===== config.mk =====
export PLATFORM = sky130hd
export DESIGN_NAME = keyword_lexer_byte_stream
export DESIGN_NICKNAME = d
export VERILOG_FILES = /design/src/hw/rtl/kwl_pkg.sv /design/src/hw/rtl/keyword_lexer_byte_stream.sv
export SDC_FILE = /design/constraint.sdc
export NUM_CORES = 1
export LEC_CHECK = 0
export ABC_AREA = 1
export CAP_MARGIN = 20
export CORE_MARGIN = 8
export CORE_UTILIZATION = 30
export CTS_BUF_LIST = sky130_fd_sc_hd__clkbuf_4
export DETAILED_ROUTE_END_ITERATION = 8
export DONT_BUFFER_PORTS = 1
export PLACE_DENSITY_LB_ADDON = 0.25
export RECOVER_POWER = 100
export SYNTH_ARGS = -nofsm -noshare
export SYNTH_HDL_FRONTEND = slang
export SYNTH_SLANG_ARGS = --single-unit

===== constraint.sdc =====
create_clock -name clk -period 4.35 [get_ports clk]
set_input_delay 0.2175 -clock clk [delete_from_list [all_inputs] [get_ports clk]]
set_output_delay 0.2175 -clock clk [all_outputs]
set_load 0.05 [all_outputs]

===== src/hw/rtl/kwl_pkg.sv =====
`default_nettype none

package kwl_pkg;

	typedef enum logic [3:0] {
		K_END    = 4'd0,
		K_IDENT  = 4'd1,
		K_INT    = 4'd2,
		K_PLUS   = 4'd3,
		K_MINUS  = 4'd4,
		K_STAR   = 4'd5,
		K_SLASH  = 4'd6,
		K_LPAREN = 4'd7,
		K_RPAREN = 4'd8,
		K_VAR    = 4'd9,
		K_IF     = 4'd10,
		K_ELSE   = 4'd11,
		K_WHILE  = 4'd12,
		K_BAD    = 4'd13
	} kwl_kind_t;

	typedef enum logic [3:0] {
		MODE_IDLE  = 4'b0001,
		MODE_INT   = 4'b0010,
		MODE_IDENT = 4'b0100,
		MODE_ERROR = 4'b1000
	} kwl_mode_t;

	typedef struct packed {
		kwl_kind_t   kind;
		logic [15:0] start;
		logic [7:0]  length;
		logic [7:0]  bad;
		logic        last;
	} kwl_token_t;

	localparam logic [7:0] CH_PLUS   = 8'h2b;
	localparam logic [7:0] CH_MINUS  = 8'h2d;
	localparam logic [7:0] CH_STAR   = 8'h2a;
	localparam logic [7:0] CH_SLASH  = 8'h2f;
	localparam logic [7:0] CH_LPAREN = 8'h28;
	localparam logic [7:0] CH_RPAREN = 8'h29;
	localparam logic [7:0] CH_UNDER  = 8'h5f;

	localparam logic [39:0] KW_VAR   = {16'h0000, "var"};
	localparam logic [39:0] KW_IF    = {24'h000000, "if"};
	localparam logic [39:0] KW_ELSE  = {8'h00, "else"};
	localparam logic [39:0] KW_WHILE = "while";

endpackage

`default_nettype wire


===== src/hw/rtl/keyword_lexer_byte_stream.sv =====
// Keyword lexer over a byte stream.
// The item channel (item_valid/item_ready) carries one character in ch, or an
// end marker when end_of_input is set. The token channel (token_valid/token_ready)
// carries tokens: kind, start offset, length (both saturating), the offending
// byte for an invalid character, and last_of_run on the final token caused by
// an item. An item causes zero, one or two tokens.
// An accepted item lands in an input register and is lexed once the queue has
// room, which pushes its tokens into a four-entry output queue; the item passes
// the input register and then the queue before its first token is offered.
// One item is taken every cycle as long as the queue has room for two tokens.
// The queue drains one token per cycle while token_ready is high, so items that
// yield two tokens (a token closed by an operator, an invalid character or
// the end marker) take longer to drain. When the receiver stalls the queue fills
// and item_ready drops once fewer than two entries are free; nothing is lost.
// Reset clears the queue and returns the lexer to idle at offset zero. The end
// marker also returns it to that state after emitting the end token.
`default_nettype none

module keyword_lexer_byte_stream #(
	parameter int MAX_TOKEN_LENGTH  = 255,
	parameter int MAX_STRING_OFFSET = 65535
) (
	input  wire logic        clk,
	input  wire logic        arst_n,
	input  wire logic        item_valid,
	output logic             item_ready,
	input  wire logic [7:0]  ch,
	input  wire logic        end_of_input,
	output logic             token_valid,
	input  wire logic        token_ready,
	output logic [3:0]       token_kind,
	output logic [15:0]      token_start,
	output logic [7:0]       token_length,
	output logic [7:0]       bad_char,
	output logic             last_of_run
);

	localparam int POS_W = $clog2(MAX_STRING_OFFSET + 1);
	localparam int LEN_W = $clog2(MAX_TOKEN_LENGTH + 1);
	localparam int SW    = (POS_W > 16) ? POS_W : 16;
	localparam int LW    = (LEN_W > 8) ? LEN_W : 8;
	localparam int QD    = 4;
	localparam int PTR_W = $clog2(QD);
	localparam int CNT_W = $clog2(QD + 1);

	function automatic logic [15:0] clamp_pos(input logic [POS_W-1:0] v);
		logic [SW-1:0] w;
		w = SW'(v);
		return (w > SW'(16'hffff)) ? 16'hffff : w[15:0];
	endfunction

	function automatic logic [7:0] clamp_len(input logic [LEN_W-1:0] v);
		logic [LW-1:0] w;
		w = LW'(v);
		return (w > LW'(8'hff)) ? 8'hff : w[7:0];
	endfunction

	logic                valid_s1;
	logic [7:0]          ch_s1;
	logic                eoi_s1;

	kwl_pkg::kwl_mode_t  mode_q, mode_d;
	logic [POS_W-1:0]    pos_q, pos_d, pos_inc;
	logic [POS_W-1:0]    tstart_q, tstart_d;
	logic [LEN_W-1:0]    tlen_q, tlen_d;
	logic [39:0]         prefix_q, prefix_d;

	kwl_pkg::kwl_token_t q_q [QD];
	logic [PTR_W-1:0]    wp_q, rp_q;
	logic [CNT_W-1:0]    count_q, count_d, avail;

	kwl_pkg::kwl_token_t tok_a, tok_b;
	logic                a_v, b_v;
	logic                pop, room, fire;
	logic                is_digit, is_alpha, is_space, has_close;
	kwl_pkg::kwl_kind_t  ident_kind, op_kind;

	assign pop   = token_valid && token_ready;
	assign avail = count_q - CNT_W'(pop);
	assign room  = avail <= CNT_W'(QD - 2);
	assign fire  = valid_s1 && room;
	assign item_ready = !valid_s1 || fire;

	always_ff @(posedge clk or negedge arst_n) begin
		if (!arst_n) begin
			valid_s1 <= 1'b0;
		end else if (item_ready) begin
			valid_s1 <= item_valid;
		end
	end

	always_ff @(posedge clk) begin
		if (item_ready && item_valid) begin
			ch_s1  <= ch;
			eoi_s1 <= end_of_input;
		end
	end

	assign is_digit  = ch_s1 inside {["0":"9"]};
	assign is_alpha  = ch_s1 inside {["a":"z"], ["A":"Z"]};
	assign is_space  = ch_s1 inside {8'd32, [8'd9:8'd13]};
	assign has_close = (mode_q == kwl_pkg::MODE_INT) || (mode_q == kwl_pkg::MODE_IDENT);
	assign pos_inc   = (pos_q < POS_W'(MAX_STRING_OFFSET)) ? pos_q + POS_W'(1) : pos_q;

	always_comb begin
		if (tlen_q == LEN_W'(3) && prefix_q == kwl_pkg::KW_VAR) begin
			ident_kind = kwl_pkg::K_VAR;
		end else if (tlen_q == LEN_W'(2) && prefix_q == kwl_pkg::KW_IF) begin
			ident_kind = kwl_pkg::K_IF;
		end else if (tlen_q == LEN_W'(4) && prefix_q == kwl_pkg::KW_ELSE) begin
			ident_kind = kwl_pkg::K_ELSE;
		end else if (tlen_q == LEN_W'(5) && prefix_q == kwl_pkg::KW_WHILE) begin
			ident_kind = kwl_pkg::K_WHILE;
		end else begin
			ident_kind = kwl_pkg::K_IDENT;
		end
	end

	always_comb begin
		case (ch_s1)
			kwl_pkg::CH_PLUS:   op_kind = kwl_pkg::K_PLUS;
			kwl_pkg::CH_MINUS:  op_kind = kwl_pkg::K_MINUS;
			kwl_pkg::CH_STAR:   op_kind = kwl_pkg::K_STAR;
			kwl_pkg::CH_SLASH:  op_kind = kwl_pkg::K_SLASH;
			kwl_pkg::CH_LPAREN: op_kind = kwl_pkg::K_LPAREN;
			kwl_pkg::CH_RPAREN: op_kind = kwl_pkg::K_RPAREN;
			default:            op_kind = kwl_pkg::K_BAD;
		endcase
	end

	always_comb begin
		mode_d   = mode_q;
		pos_d    = pos_q;
		tstart_d = tstart_q;
		tlen_d   = tlen_q;
		prefix_d = prefix_q;
		a_v      = 1'b0;
		b_v      = 1'b0;

		// The token that the current item closes, if any.
		tok_a.kind   = (mode_q == kwl_pkg::MODE_INT) ? kwl_pkg::K_INT : ident_kind;
		tok_a.start  = clamp_pos(tstart_q);
		tok_a.length = clamp_len(tlen_q);
		tok_a.bad    = 8'h00;
		tok_a.last   = 1'b0;

		tok_b.kind   = op_kind;
		tok_b.start  = clamp_pos(pos_q);
		tok_b.length = 8'd1;
		tok_b.bad    = 8'h00;
		tok_b.last   = 1'b1;

		if (fire) begin
			if (eoi_s1) begin
				a_v          = has_close;
				b_v          = 1'b1;
				tok_b.kind   = kwl_pkg::K_END;
				tok_b.length = 8'd0;
				mode_d       = kwl_pkg::MODE_IDLE;
				pos_d        = '0;
				tstart_d     = '0;
				tlen_d       = '0;
				prefix_d     = '0;
			end else begin
				pos_d = pos_inc;
				if (mode_q == kwl_pkg::MODE_ERROR) begin
					mode_d = kwl_pkg::MODE_ERROR;
				end else if ((mode_q == kwl_pkg::MODE_INT && is_digit) ||
				             (mode_q == kwl_pkg::MODE_IDENT &&
				              (is_alpha || is_digit || ch_s1 == kwl_pkg::CH_UNDER))) begin
					// Only the first five bytes matter for keyword matching.
					if (tlen_q < LEN_W'(5)) begin
						prefix_d = {prefix_q[31:0], ch_s1};
					end
					if (tlen_q < LEN_W'(MAX_TOKEN_LENGTH)) begin
						tlen_d = tlen_q + LEN_W'(1);
					end
				end else begin
					a_v    = has_close;
					mode_d = kwl_pkg::MODE_IDLE;
					if (is_space) begin
						mode_d = kwl_pkg::MODE_IDLE;
					end else if (is_digit || is_alpha) begin
						mode_d   = is_digit ? kwl_pkg::MODE_INT : kwl_pkg::MODE_IDENT;
						tstart_d = pos_q;
						tlen_d   = LEN_W'(1);
						prefix_d = {32'h0, ch_s1};
					end else begin
						b_v = 1'b1;
						if (op_kind == kwl_pkg::K_BAD) begin
							tok_b.bad = ch_s1;
							mode_d    = kwl_pkg::MODE_ERROR;
						end
					end
				end
			end
		end

		if (!b_v) begin
			tok_a.last = 1'b1;
		end
	end

	assign count_d = count_q + CNT_W'(a_v) + CNT_W'(b_v) - CNT_W'(pop);

	always_ff @(posedge clk or negedge arst_n) begin
		if (!arst_n) begin
			mode_q   <= kwl_pkg::MODE_IDLE;
			pos_q    <= '0;
			tstart_q <= '0;
			tlen_q   <= '0;
			prefix_q <= '0;
			wp_q     <= '0;
			rp_q     <= '0;
			count_q  <= '0;
		end else begin
			mode_q   <= mode_d;
			pos_q    <= pos_d;
			tstart_q <= tstart_d;
			tlen_q   <= tlen_d;
			prefix_q <= prefix_d;
			count_q  <= count_d;
			wp_q     <= wp_q + PTR_W'(a_v) + PTR_W'(b_v);
			if (pop) begin
				rp_q <= rp_q + PTR_W'(1);
			end
		end
	end

	// A closed token goes first; an operator, bad-character or end token follows it.
	always_ff @(posedge clk) begin
		if (a_v) begin
			q_q[wp_q] <= tok_a;
			if (b_v) begin
				q_q[wp_q + PTR_W'(1)] <= tok_b;
			end
		end else if (b_v) begin
			q_q[wp_q] <= tok_b;
		end
	end

	assign token_valid  = count_q != '0;
	assign token_kind   = q_q[rp_q].kind;
	assign token_start  = q_q[rp_q].start;
	assign token_length = q_q[rp_q].length;
	assign bad_char     = q_q[rp_q].bad;
	assign last_of_run  = q_q[rp_q].last;

endmodule

`default_nettype wire


==> flow_summary.json <==
{
  "outcome": "finished, violations left",
  "seq_area_mm2": 0.00670,
  "nFillCells": 4510,
  "critical_path.top_delay_family": "buffers and inverters",
  "synth_common_cells": "499 x nand2_1, 165 x nor2_1, 163 x o21ai_0",
  "worstHoldStart": "ch[5]",
  "setup-tns-final_ps": 0,
  "clock.fmax_ghz": 0.266,
  "placed_cells_incl_taps": 2126,
  "drcViolationCount": 0,
  "place_congestion": 0.844,
  "fin_nets": 1691,
  "endpoint_kind": "output port",
  "start_util_pct": 30.2,
  "grt_pass1_wl_um": 60700,
  "synth.most_common_cell": "nand2_1",
  "p_int_uw": 5330,
  "yosysTopAreaCellShare_pct": 29.1,
  "clock-root-buffer": "clkbuf_4",
  "worst_setup_path_start_kind": "flip-flop",
  "fin_cells": 2259,
  "critPathMaxFanout": 47,
  "cts_tree": "built",
  "power.density_mw_per_mm2": 715,
  "worst_ep_arrival_time_ps": 3540,
  "slowest_delay_ps": 1060,
  "period_needed_ps": 3750,
  "startpoint": "rp_q[0]",
  "syn_nets": 1638,
  "yosysWarnings": 0,
  "slowest_stage": "inv_1",
  "ys_ff_latch": 249,
  "timing.final.hold_violations": 0,
  "cts-resized-gates": 0,
  "max_cap_viol_count": 3,
  "seqPwrFrac_pct": 32.9,
  "synth_area_leaders": "edfxtp_1 29%, dfrtp_1 18%, nand2_1 15%",
  "hpwl_um": 24600,
  "grt_use_total_pct": 15.3,
  "p_switching_uw": 5040,
  "ys_seq_area_share_pct": 51.9,
  "synth_edf_count": 125,
  "routed_via_density": 4.99,
  "detail-route-antenna-nets": 0,
  "yosys.area.top_type": "edfxtp_1",
  "drt_pre_antenna_iters": 5,
  "final-max-slew-violation-count": 129,
  "cts.sinks": 249,
  "synthCells": 1614,
  "grt_overflow": 0,
  "clk_pin_slew_worst_paths_ps": 60,
  "syn_area_per_cell_um2": 8.00,
  "synthDistinctLibCells": 47,
  "syn_to_final_growth_pct": 12.3,
  "p_leak_uw": 0.00599,
  "clock_path_buffers": 3,
  "die_area_mm2": 0.0499,
  "antenna_found_initial": 1,
  "std_cell_rows": 76,
  "cts_made_buffers": 72,
  "rr_startpoint": "count_q[1]",
  "async_reset_ff_share_pct": 36.9,
  "p_sw_share_pct": 48.6,
  "syn_area_mm2": 0.0129,
  "violations": "max-capacitance violations, max-slew violations",
  "worst_pin_slew_ps": 2420,
  "hold_path_class": "input pin to flip-flop",
  "rsz0062_at_grt": "no",
  "numPortBuffers": 0,
  "die_h_um": 223,
  "drt_iter0_drc": 858,
  "vias": 11300,
  "die_w_um": 223,
  "worstSetupPathType": "flip-flop to output port",
  "grt_pass1_vias": 11000,
  "finalCritPeriodShare_pct": 86.3,
  "path_cells": "inv_1 -> buf_4 -> o21ai_0 -> o22ai_1 -> clkbuf_1",
  "post_drt_wl_per_cell_um": 17.0,
  "crit_buf_inv": 3,
  "drt_wl_total_um": 38300,
  "io_pins": 52,
  "slew_headroom_pct": -61.4,
  "final_layout_size_suffix_gt1_share_pct": 9.64,
  "core_mm2": 0.0428,
  "p_clk_share_pct": 22.0,
  "clock_skew_ps": 30.5,
  "ys.flop_type": "edfxtp_1",
  "critical_path_required_ps": 4130,
  "multi_input_area_mm2": 0.00534,
  "combPwrFrac_pct": 45.1,
  "htree_levels": 3,
  "grt_max_degree": 93,
  "setup_viol": 0,
  "clock_latency_ps": 730,
  "ir_worst_vdd_v": 0.000323
}
## sequential cells by signal (all words and copies together) (netlist names)
name / count
rp_q: 2
wp_q: 2
pos_q: 16
ch_s1: 8
prefix_q: 40
q_q: 148
tlen_q: 8
eoi_s1: 1
tstart_q: 16
mode_q: 4
count_q: 3
valid_s1: 1
## power groups by stage
stage               registers, uW  clock network (uW)  logic (uW)
floorplan                    3320                   0        3490
global placement             3450                   0        4930
detailed placement           3450                   0        4970
CTS                          3410                2360        5010
global route                 3470                2480        5100
finish                       3410                2280        4680
## final cells by class
cell class	instances	share of cell area, %
flip-flops and latches	249	46.2
multi-input cells	1165	36.8
clock buffers	104	5.38
well taps	546	4.71
repair buffers	76	3.29
inverters	103	2.68
clock inverters	15	0.940
diodes	1	0.0173
## per-layer routing
| layer | wire length (um) | GRT usage [%] | vias up |
|---|---|---|---|
| met3 | 2180 | 3.13 | 87 |
| met5 | 0 | 0 | - |
| met2 | 17500 | 24.1 | 365 |
| met4 | 1010 | 6.58 | 0 |
| li1 | - | - | 5490 |
| met1 | 17600 | 20.1 | 5322 |
## worst register-to-register path: stages (launching register included)
cell and delay (ps):
dfrtp_1 390, inv_1 130, nand3_1 110, nand2_1 100, inv_1 70, ha_1 190
ha_1 270, o211ai_1 130, nor2_2 100, clkbuf_1 190, o21ai_0 220, nor2_4 190
nand2_4 120, nor2_8 170, nand2_1 70, clkbuf_2 290, nand2_1 140, buf_4 410
## repair_timing
item / CTS / global route
hold buffers: 13 / 0
setup buffers: 0 / 0
hold endpoints to repair: 114 / 0
setup endpoints to repair: 0 / 0
## metrics by stage
stage	area [um^2]	total power (uW)	setup slack (ps)	utilization [%]	hold WS (ps)
5_1_grt	14500	11100	312	33.9	72.6
2_1_floorplan	12900	6820	492	-	-78.1
4_1_cts	14700	10800	810	34.4	22.6
6_report	14500	10400	596	33.9	125
3_3_place_gp	13600	8380	939	31.9	-67.1
3_5_place_dp	13700	8420	838	31.9	-67.5
## cells by family (layout without fill, tap and decap cells)
kind of cell	Yosys count	count (layout)	share of synthesized area [%]
xor gates and xnor gates	12	12	0.814
other	0	1	0
buffers and inverters	200	298	6.54
DFF	249	249	51.9
and+or+nand+nor	878	878	28.6
AOI/OAI and AO/OA	264	264	10.9
adders and majority gates	11	11	1.24
## layout by cell type, fill, tap and decap left out, types with 4 or more instances in the layout
| cell | synthesis | final |
|---|---|---|
| a21oi_1 | 28 | 29 |
| buf_4 | 11 | 21 |
| clkbuf_1 | 54 | 37 |
| clkbuf_2 | 0 | 4 |
| clkbuf_4 | 0 | 104 |
| clkinv_1 | 0 | 7 |
| dfrtp_1 | 91 | 90 |
| dfxtp_1 | 32 | 32 |
| dlygate4sd3_1 | 0 | 12 |
| edfxtp_1 | 125 | 125 |
| ha_1 | 8 | 8 |
| inv_1 | 96 | 98 |
| inv_2 | 5 | 8 |
| nand2_1 | 499 | 503 |
| nand3_1 | 146 | 146 |
| nand4_1 | 9 | 9 |
| nor2_1 | 165 | 163 |
| nor2_2 | 3 | 4 |
| nor3_1 | 29 | 29 |
| o21ai_0 | 163 | 174 |
| o21ai_1 | 25 | 14 |
| o22ai_1 | 37 | 37 |
| o31ai_1 | 4 | 4 |
| xor2_1 | 10 | 10 |
## path summary, 6_finish.rpt
check,endpoint,slack (ps),cells after the start
max,bad_char[5],600,5
min,ch_s1[5],120,1
max reg2reg,q_q[3][20],630,17
min reg2reg,q_q[1][10],470,2
max in group asynchronous,rp_q[0],1970,2
min in group asynchronous,tstart_q[1],730,2
Power figures use the tool's default switching activity.
